<file path="src/rtl/scancode_to_ascii_line_editor_defines.svh">
// ----------------------------------------------------------------------------
// Scan code line editor assertion macros
// Shared concurrent assertion helpers, clocked on clk_i, off during reset
// ----------------------------------------------------------------------------
`ifndef SCANCODE_TO_ASCII_LINE_EDITOR_DEFINES_SVH
`define SCANCODE_TO_ASCII_LINE_EDITOR_DEFINES_SVH

// same-cycle implication
`define S2A_ASSERT_IMP(name, ante, cons, msg) \
  name: assert property (@(posedge clk_i) disable iff (!rst_ni) (ante) |-> (cons)) \
    else $error(msg);

// next-cycle implication
`define S2A_ASSERT_NXT(name, ante, cons, msg) \
  name: assert property (@(posedge clk_i) disable iff (!rst_ni) (ante) |=> (cons)) \
    else $error(msg);

`endif

</file>
<file path="src/rtl/s2a_pkg.sv">
// ----------------------------------------------------------------------------
// s2a_pkg
// Types, codes and scan code tables for the scan code line editor
// ----------------------------------------------------------------------------
`timescale 1ns / 1ps

package s2a_pkg;

  localparam int LenW        = 8;
  localparam int MaxLine     = 255;
  localparam int DefLineCap  = 256;
  localparam int QDepth      = 2;
  localparam int RomSize     = 58;

  localparam logic [7:0] ScPrefix   = 8'hE0;
  localparam logic [7:0] ScUp       = 8'h48;
  localparam logic [7:0] ScDown     = 8'h50;
  localparam logic [7:0] ScLShift   = 8'h2A;
  localparam logic [7:0] ScRShift   = 8'h36;
  localparam logic [7:0] ScLShiftBr = 8'hAA;
  localparam logic [7:0] ScRShiftBr = 8'hB6;
  localparam logic [7:0] ChBackspc  = 8'h08;
  localparam logic [7:0] ChNewline  = 8'h0A;

  typedef enum logic [2:0] {
    EV_NONE      = 3'd0,
    EV_APPEND    = 3'd1,
    EV_ERASE     = 3'd2,
    EV_DONE      = 3'd3,
    EV_HIST_UP   = 3'd4,
    EV_HIST_DOWN = 3'd5,
    EV_GUI       = 3'd6
  } ev_e;

  typedef enum logic [2:0] {
    OP_NONE      = 3'd0,
    OP_CONSUME   = 3'd1,
    OP_HIST_UP   = 3'd2,
    OP_HIST_DOWN = 3'd3,
    OP_GUI       = 3'd4,
    OP_ERASE     = 3'd5,
    OP_DONE      = 3'd6,
    OP_APPEND    = 3'd7
  } op_e;

  typedef struct packed {
    op_e        op;
    logic [7:0] ch;
    logic       shift;
  } q_entry_t;

  localparam logic [7:0] RomPlain [RomSize] = '{
    8'h00, 8'h1B, 8'h31, 8'h32, 8'h33, 8'h34, 8'h35, 8'h36, 8'h37, 8'h38,
    8'h39, 8'h30, 8'h2D, 8'h3D, 8'h08, 8'h09, 8'h71, 8'h77, 8'h65, 8'h72,
    8'h74, 8'h79, 8'h75, 8'h69, 8'h6F, 8'h70, 8'h5B, 8'h5D, 8'h0A, 8'h00,
    8'h61, 8'h73, 8'h64, 8'h66, 8'h67, 8'h68, 8'h6A, 8'h6B, 8'h6C, 8'h3B,
    8'h27, 8'h60, 8'h00, 8'h5C, 8'h7A, 8'h78, 8'h63, 8'h76, 8'h62, 8'h6E,
    8'h6D, 8'h2C, 8'h2E, 8'h2F, 8'h00, 8'h2A, 8'h00, 8'h20
  };

  localparam logic [7:0] RomShifted [RomSize] = '{
    8'h00, 8'h1B, 8'h21, 8'h40, 8'h23, 8'h24, 8'h25, 8'h5E, 8'h26, 8'h2A,
    8'h28, 8'h29, 8'h5F, 8'h2B, 8'h08, 8'h09, 8'h51, 8'h57, 8'h45, 8'h52,
    8'h54, 8'h59, 8'h55, 8'h49, 8'h4F, 8'h50, 8'h7B, 8'h7D, 8'h0A, 8'h00,
    8'h41, 8'h53, 8'h44, 8'h46, 8'h47, 8'h48, 8'h4A, 8'h4B, 8'h4C, 8'h3A,
    8'h22, 8'h7E, 8'h00, 8'h7C, 8'h5A, 8'h58, 8'h43, 8'h56, 8'h42, 8'h4E,
    8'h4D, 8'h3C, 8'h3E, 8'h3F, 8'h00, 8'h2A, 8'h00, 8'h20
  };

  function automatic logic [7:0] rom_lookup(input logic shifted, input logic [7:0] code);
    logic [7:0] ch;
    ch = 8'h00;
    if (code < 8'(RomSize)) begin
      ch = shifted ? RomShifted[code[5:0]] : RomPlain[code[5:0]];
    end
    return ch;
  endfunction

endpackage

</file>
<file path="src/rtl/scancode_to_ascii_line_editor.sv">
// A taken beat is written into the operation queue and reaches the result
// register when the back end pops it. Throughput: one beat per cycle while
// the operation queue is not full; the two-entry operation queue takes up to
// two more beats while the output register is stalled.
// Reset: asynchronous active-low reset clears shift, prefix, length,
// gui mode and queue state; no clearing pass is needed.
// ----------------------------------------------------------------------------
// scancode_to_ascii_line_editor
// Set 1 scan code decoder with shift tracking and a line length editor
// ----------------------------------------------------------------------------
`timescale 1ns / 1ps

module scancode_to_ascii_line_editor #(
  parameter int LINE_CAPACITY = s2a_pkg::DefLineCap
) (
  input  logic       clk_i,
  input  logic       rst_ni,
  input  logic       in_valid_i,
  output logic       in_ready_o,
  input  logic       kind_i,
  input  logic [7:0] scan_byte_i,
  input  logic       cfg_valid_i,
  output logic       cfg_ready_o,
  input  logic       cfg_data_i,
  output logic       out_valid_o,
  input  logic       out_ready_i,
  output logic [2:0] event_res_o,
  output logic [7:0] char_code_o,
  output logic [7:0] position_o,
  output logic [7:0] line_length_o,
  output logic       shift_held_o
);
  import s2a_pkg::*;

  q_entry_t push_entry, pop_entry;
  logic     push, pop, full, empty;

  s2a_front u_front (
    .clk_i       (clk_i),
    .rst_ni      (rst_ni),
    .in_valid_i  (in_valid_i),
    .in_ready_o  (in_ready_o),
    .kind_i      (kind_i),
    .scan_byte_i (scan_byte_i),
    .cfg_valid_i (cfg_valid_i),
    .cfg_ready_o (cfg_ready_o),
    .cfg_data_i  (cfg_data_i),
    .push_o      (push),
    .entry_o     (push_entry),
    .full_i      (full)
  );

  s2a_queue u_queue (
    .clk_i   (clk_i),
    .rst_ni  (rst_ni),
    .push_i  (push),
    .entry_i (push_entry),
    .full_o  (full),
    .pop_i   (pop),
    .empty_o (empty),
    .entry_o (pop_entry)
  );

  s2a_back #(
    .LINE_CAPACITY (LINE_CAPACITY)
  ) u_back (
    .clk_i         (clk_i),
    .rst_ni        (rst_ni),
    .empty_i       (empty),
    .pop_o         (pop),
    .entry_i       (pop_entry),
    .out_valid_o   (out_valid_o),
    .out_ready_i   (out_ready_i),
    .event_res_o   (event_res_o),
    .char_code_o   (char_code_o),
    .position_o    (position_o),
    .line_length_o (line_length_o),
    .shift_held_o  (shift_held_o)
  );

endmodule

</file>
<file path="src/rtl/s2a_front.sv">
// ----------------------------------------------------------------------------
// s2a_front
// Accepts beats, tracks shift and prefix state, decodes into line operations
// ----------------------------------------------------------------------------
`timescale 1ns / 1ps

module s2a_front (
  input  logic              clk_i,
  input  logic              rst_ni,
  input  logic              in_valid_i,
  output logic              in_ready_o,
  input  logic              kind_i,
  input  logic [7:0]        scan_byte_i,
  input  logic              cfg_valid_i,
  output logic              cfg_ready_o,
  input  logic              cfg_data_i,
  output logic              push_o,
  output s2a_pkg::q_entry_t entry_o,
  input  logic              full_i
);
  import s2a_pkg::*;

  logic gui_q;
  logic shift_q, shift_d;
  logic ext_q, ext_d;
  logic accept;
  logic [7:0] ch;
  op_e op;

  assign in_ready_o  = !full_i;
  assign cfg_ready_o = 1'b1;
  assign accept      = in_valid_i && in_ready_o;
  assign ch          = rom_lookup(shift_q, scan_byte_i);

  always_comb begin
    shift_d = shift_q;
    ext_d   = ext_q;
    op      = OP_NONE;
    if (kind_i) begin
      op = OP_CONSUME;
    end else if (scan_byte_i == ScPrefix) begin
      ext_d = 1'b1;
    end else if (ext_q) begin
      // extended keys never touch shift
      ext_d = 1'b0;
      if (scan_byte_i == ScUp) begin
        op = OP_HIST_UP;
      end else if (scan_byte_i == ScDown) begin
        op = OP_HIST_DOWN;
      end
    end else if (scan_byte_i == ScLShift || scan_byte_i == ScRShift) begin
      shift_d = 1'b1;
    end else if (scan_byte_i == ScLShiftBr || scan_byte_i == ScRShiftBr) begin
      shift_d = 1'b0;
    end else if (scan_byte_i < 8'(RomSize)) begin
      if (gui_q) begin
        op = OP_GUI;
      end else if (ch == ChBackspc) begin
        op = OP_ERASE;
      end else if (ch == ChNewline) begin
        op = OP_DONE;
      end else if (ch != 8'h00) begin
        op = OP_APPEND;
      end
    end
  end

  assign push_o        = accept;
  assign entry_o.op    = op;
  assign entry_o.ch    = ch;
  assign entry_o.shift = shift_d;

  always_ff @(posedge clk_i or negedge rst_ni) begin
    if (!rst_ni) begin
      gui_q   <= 1'b0;
      shift_q <= 1'b0;
      ext_q   <= 1'b0;
    end else begin
      if (cfg_valid_i) begin
        gui_q <= cfg_data_i;
      end
      if (accept) begin
        shift_q <= shift_d;
        ext_q   <= ext_d;
      end
    end
  end

endmodule

</file>
<file path="src/rtl/s2a_queue.sv">
// ----------------------------------------------------------------------------
// s2a_queue
// Small FIFO of decoded operations between front and back
// ----------------------------------------------------------------------------
`timescale 1ns / 1ps

module s2a_queue (
  input  logic              clk_i,
  input  logic              rst_ni,
  input  logic              push_i,
  input  s2a_pkg::q_entry_t entry_i,
  output logic              full_o,
  input  logic              pop_i,
  output logic              empty_o,
  output s2a_pkg::q_entry_t entry_o
);
  import s2a_pkg::*;

  localparam int PtrW = (QDepth > 1) ? $clog2(QDepth) : 1;
  localparam int CntW = $clog2(QDepth + 1);

  q_entry_t            mem_q [QDepth];
  logic [PtrW-1:0]     wr_q, rd_q;
  logic [CntW-1:0]     cnt_q;

  assign full_o  = (cnt_q == CntW'(QDepth));
  assign empty_o = (cnt_q == '0);
  assign entry_o = mem_q[rd_q];

  always_ff @(posedge clk_i) begin
    if (push_i) begin
      mem_q[wr_q] <= entry_i;
    end
  end

  always_ff @(posedge clk_i or negedge rst_ni) begin
    if (!rst_ni) begin
      wr_q  <= '0;
      rd_q  <= '0;
      cnt_q <= '0;
    end else begin
      if (push_i) begin
        wr_q <= (wr_q == PtrW'(QDepth - 1)) ? '0 : wr_q + 1'b1;
      end
      if (pop_i) begin
        rd_q <= (rd_q == PtrW'(QDepth - 1)) ? '0 : rd_q + 1'b1;
      end
      if (push_i && !pop_i) begin
        cnt_q <= cnt_q + 1'b1;
      end else if (pop_i && !push_i) begin
        cnt_q <= cnt_q - 1'b1;
      end
    end
  end

endmodule

</file>
<file path="src/rtl/s2a_back.sv">
// ----------------------------------------------------------------------------
// s2a_back
// Applies line operations to the length count and holds the result beat
// ----------------------------------------------------------------------------
`timescale 1ns / 1ps

module s2a_back #(
  parameter int LINE_CAPACITY = s2a_pkg::DefLineCap
) (
  input  logic              clk_i,
  input  logic              rst_ni,
  input  logic              empty_i,
  output logic              pop_o,
  input  s2a_pkg::q_entry_t entry_i,
  output logic              out_valid_o,
  input  logic              out_ready_i,
  output logic [2:0]        event_res_o,
  output logic [7:0]        char_code_o,
  output logic [7:0]        position_o,
  output logic [7:0]        line_length_o,
  output logic              shift_held_o
);
  import s2a_pkg::*;
  `include "scancode_to_ascii_line_editor_defines.svh"

  localparam int LimitRaw = LINE_CAPACITY - 1;
  localparam logic [LenW-1:0] LineLimit =
    (LimitRaw > MaxLine) ? LenW'(MaxLine) : LenW'(LimitRaw);

  logic [LenW-1:0] len_q, len_d;
  logic            vld_q;
  ev_e             ev_q, ev_d;
  logic [7:0]      ch_q, ch_d;
  logic [7:0]      pos_q, pos_d;
  logic            shift_q;

  assign pop_o = !empty_i && (!vld_q || out_ready_i);

  always_comb begin
    len_d = len_q;
    ev_d  = EV_NONE;
    ch_d  = 8'h00;
    pos_d = 8'h00;
    case (entry_i.op)
      OP_NONE: ;
      OP_CONSUME: len_d = '0;
      OP_HIST_UP: ev_d = EV_HIST_UP;
      OP_HIST_DOWN: ev_d = EV_HIST_DOWN;
      OP_GUI: begin
        ev_d = EV_GUI;
        ch_d = entry_i.ch;
      end
      OP_ERASE: begin
        // nothing to erase on an empty line
        if (len_q != '0) begin
          len_d = len_q - 1'b1;
          ev_d  = EV_ERASE;
          ch_d  = ChBackspc;
          pos_d = len_q - 1'b1;
        end
      end
      OP_DONE: begin
        ev_d  = EV_DONE;
        pos_d = len_q;
      end
      OP_APPEND: begin
        if (len_q < LineLimit) begin
          ev_d  = EV_APPEND;
          ch_d  = entry_i.ch;
          pos_d = len_q;
          len_d = len_q + 1'b1;
        end
      end
      default: ;
    endcase
  end

  always_ff @(posedge clk_i or negedge rst_ni) begin
    if (!rst_ni) begin
      len_q <= '0;
      vld_q <= 1'b0;
    end else begin
      if (pop_o) begin
        len_q <= len_d;
        vld_q <= 1'b1;
      end else if (out_ready_i) begin
        vld_q <= 1'b0;
      end
    end
  end

  always_ff @(posedge clk_i) begin
    if (pop_o) begin
      ev_q    <= ev_d;
      ch_q    <= ch_d;
      pos_q   <= pos_d;
      shift_q <= entry_i.shift;
    end
  end

  assign out_valid_o   = vld_q;
  assign event_res_o   = ev_q;
  assign char_code_o   = ch_q;
  assign position_o    = pos_q;
  assign line_length_o = len_q;
  assign shift_held_o  = shift_q;

  `S2A_ASSERT_IMP(a_len_limit, 1'b1, len_q <= LineLimit, "line length over limit")
  `S2A_ASSERT_NXT(a_pop_shows, pop_o, vld_q, "popped operation not shown")
  `S2A_ASSERT_IMP(a_erase_beat, vld_q && ev_q == EV_ERASE,
                  ch_q == ChBackspc && pos_q == len_q, "erase beat inconsistent")
  `S2A_ASSERT_IMP(a_append_beat, vld_q && ev_q == EV_APPEND,
                  len_q == pos_q + 1'b1 && ch_q != 8'h00, "append beat inconsistent")

endmodule
</file>
<file path="config.mk">
export PLATFORM = sky130hd
export DESIGN_NAME = scancode_to_ascii_line_editor
export DESIGN_NICKNAME = d
export VERILOG_FILES = /design/src/rtl/s2a_pkg.sv /design/src/rtl/scancode_to_ascii_line_editor.sv /design/src/rtl/s2a_front.sv /design/src/rtl/s2a_queue.sv /design/src/rtl/s2a_back.sv
export VERILOG_INCLUDE_DIRS = /design/src /design/src/rtl
export SDC_FILE = /design/constraint.sdc
export NUM_CORES = 1
export LEC_CHECK = 0
export BUFFER_PORTS_ARGS = -buffer_cell sky130_fd_sc_hd__clkbuf_2
export CORE_AREA = 2 2 93 95
export DETAILED_ROUTE_END_ITERATION = 10
export DIE_AREA = 0 0 95 97
export HOLD_SLACK_MARGIN = 0.06
export PLACE_DENSITY = 0.75
export SLEW_MARGIN = 20
export SYNTH_ARGS = -nofsm -noshare
export SYNTH_HDL_FRONTEND = slang
export SYNTH_SLANG_ARGS = --single-unit
</file>
<file path="constraint.sdc">
create_clock -name clk_i -period 2.7 [get_ports clk_i]
set_input_delay 0.54 -clock clk_i [delete_from_list [all_inputs] [get_ports clk_i]]
set_output_delay 0.54 -clock clk_i [all_outputs]
set_load 0.01 [all_outputs]
</file>
==> flow_metrics.py <==
metrics = {
    "die": {
        "dieArea_um2": 9220,
        "io_pins": 46,
        "die_y_um": 97,
        "fp.coreArea_um2": 8130,
        "chipWidth_um": 95,
        "rows": 33,
        "start_util_pct": 49.4,
    },
    "global_routing": {
        "grt_max_degree": 20,
        "first_global_vias": 3645,
        "grt_overflow_total": 0,
        "antenna_found_initial": 0,
        "grt_usage_pct": 24.5,
        "grt_first_pass_wirelength_um": 17800,
    },
    "power": {
        "p_leak_nw": 2.15,
        "p_total_w": 0.00441,
        "vdd_drop_max_uv": 343,
        "power_density_nw_per_um2": 871,
    },
    "cells_and_area": {
        "area_growth_pct": 26.1,
        "antenna_cells": 0,
        "fin_util_pct": 62.3,
        "layout-drive-gt1-share_pct": 28.6,
        "nNetsFinal": 565,
        "final_common_cell": "buf_4",
        "most-common-layout-cells": "buf_4 (70), nor2_1 (41), clkbuf_2 (41), edfxtp_1 (41), o21ai_0 (37)",
    },
    "logic_synthesis": {
        "synth_ff_type": "edfxtp_1",
        "ys_warn_count": 0,
        "avgSynthCellArea_um2": 9.09,
        "synth_seq_area_share_pct": 40.6,
        "synth_edf_count": 41,
        "synth_area_um2": 4020,
        "synth-async-reset-ratio_pct": 28.1,
        "ys_types": 60,
        "syn_nets": 473,
        "synth.area.top_cells": "edfxtp_1 (31%), dfrtp_1 (10%), ha_1 (5.0%), o21ai_0 (4.9%), mux2i_1 (4.2%)",
        "synth.top_cell.area_share_pct": 30.6,
        "ys_seq_elements": 57,
        "yosys.area.top_type": "edfxtp_1",
        "syn-instance-count": 442,
    },
    "setup_path": {
        "path_max_fanout": 4,
        "setup.worst_path.class": "in2reg",
        "cp-end-kind": "flip-flop",
        "max_stage_delay_ns": 0.48,
        "cp_slowest_cell": "a2111o_1",
        "crit_arrival_ns": 2.85,
        "crit_chain": "buf_6 -> inv_8 -> ha_4 -> nor3b_1 -> nor2_1 -> mux4_2 -> a2111o_1 -> o21ai_2 -> nand4_1 -> o41a_1",
        "critical_path_required_ns": 2.77,
        "critical_path.startpoint_type": "primary input",
    },
    "drt": {
        "dr.pass1.iters": 6,
        "wl_met1_um": 4380,
        "met3_length_um": 526,
        "num_vias": 3731,
        "drc": 0,
        "vias_per_cell": 5.79,
        "wl_per_cell_um": 17.0,
        "wirelength_um": 10900,
        "drt_iter0_drc": 249,
        "routed-wl-met2_um": 5600,
        "routed.top_layer": "met4",
        "ant_nets": 0,
    },
    "outcome": {
        "outcome": "complete, but fails checks",
        "violations": "setup timing",
    },
    "place": {
        "pre_cts_ws_ns": -0.283,
        "gp_congestion": 0.950,
        "hpwl_um": 8110,
        "numPortBuffers": 43,
    },
    "sta": {
        "slew_headroom_pct": 53.9,
        "post-route-min-period_ns": 2.78,
        "hold_viol_final": 0,
        "clock_skew_ns": 0.00794,
        "finalWorstSetupSlack_ns": -0.0808,
        "tightest_slew_ns": 0.690,
        "slew_violations": 0,
        "post-route-period-util_pct": 103,
        "timing.fmax_mhz": 360,
        "final-setup-viol-count": 2,
    },
    "clock_tree": {
        "hold_buffers": 0,
        "clk_pin_slew_ns": 0.06,
        "root_buffer": "clkbuf_8",
        "numClockSinks": 57,
        "cts_htree_levels": 3,
        "cts_tree": "yes",
        "cts_buffers": 9,
        "clkLatencyLatePin_ns": 0.33,
        "clockBufferDepth": 2,
    },
    "run": {
        "cap_violations": 0,
    },
    "hold_path": {
        "min_path_type": "in2async",
    },
}
final timing paths:
check	startpoint	to	slack, ns	cells past startpoint
min reg2reg	u_queue.wr_q	u_queue.wr_q	0.51	1
max in group asynchronous	rst_ni	u_queue.rd_q	2.29	1
min	rst_ni	u_back.line_length_o[1]	0.12	1
min in group clk_i	cfg_data_i	u_front.gui_q	0.44	2
max	scan_byte_i[0]	u_queue.mem_q[1][11]	-0.08	10
max reg2reg	u_back.line_length_o[0]	u_back.position_o[7]	0.37	8
cell usage after synthesis (all sizes together) (4+ instances only):
| cell type | count |
|---|---|
| edfxtp | 41 |
| a221oi | 4 |
| buf | 23 |
| mux2 | 7 |
| nor2 | 42 |
| o21ai | 40 |
| nor3 | 14 |
| a31oi | 4 |
| ha | 16 |
| nand4 | 4 |
| xnor2 | 4 |
| a21o | 5 |
| inv | 17 |
| dfrtp | 16 |
| o31ai | 10 |
| o2111ai | 7 |
| a211oi | 8 |
| nor2b | 16 |
| a21oi | 15 |
| nand2b | 11 |
| nand3 | 17 |
| mux2i | 17 |
| nand2 | 36 |
| clkbuf | 12 |
| and2 | 6 |
layout make-up:
type,instances,area (um^2)
fillers,694,3070
clock buffers,14,184
well taps,105,131
clock inverters,2,10.0
repair buffers,116,813
flip-flops and latches,57,1630
multi-input cells,333,2220
inverters,17,73.8
logic make-up (layout without fill, tap and decap cells):
family | after synthesis | in the layout | synth area share (%)
xor gates and xnor gates | 7 | 7 | 1.53
muxes | 25 | 25 | 6.85
adders and majority gates | 16 | 16 | 4.98
DFF | 57 | 57 | 40.6
other | 2 | 2 | 0.187
buffers and inverters | 52 | 149 | 5.92
AOI/OAI and AO/OA | 120 | 120 | 20.1
and+or+nand+nor | 163 | 163 | 19.8
per-stage QoR:
stage	instances	TNS (ns)	instance area [um^2]	hold WS [ns]
floorplan	442	-0.757	4070	0.244
global placement	625	-1.15	4760	0.475
detailed placement	625	-1.69	4760	0.483
CTS	641	0	4960	0.122
global route	644	-0.109	5070	0.151
finish	644	-0.161	5070	0.117
power breakdown:
group	internal [W]	leakage, nW	switching (W)	total, W
Clock	0.000436	0.102	0.000313	0.000749
Combinational	0.000879	1.44	0.00125	0.00213
Sequential	0.00135	0.606	0.000182	0.00153
Total	0.00267	2.15	0.00175	0.00441
worst max-delay path: cells and delay by family:
| kind | cells | cell delay (ns) |
|---|---|---|
| simple gates | 3 | 0.48 |
| buf+inv | 2 | 0.14 |
| fa+ha+maj | 1 | 0.16 |
| compound gates | 3 | 1.09 |
| mux | 1 | 0.45 |
layer usage:
metal / global-route usage (%) / up-vias
met5: 0 / -
met4: 12.3 / 0
met3: 4.13 / 29
met2: 41.1 / 126
met1: 30.0 / 1760
li1: - / 1816
flip-flops by register name, summed over array words and instances, names as in the netlist, 2 cells and up:
register / flops
u_back.position_o: 8
u_queue.cnt_q: 2
u_back.char_code_o: 7
u_queue.mem_q: 22
u_back.line_length_o: 8
u_back.event_res_o: 3
repair_timing:
action | in CTS | in global routing
gates resized for setup | 0 | 22
endpoints found under the setup margin | 0 | 7
buffers inserted | 0 | 3
Note: power is estimated with default switching activity, not from simulation.
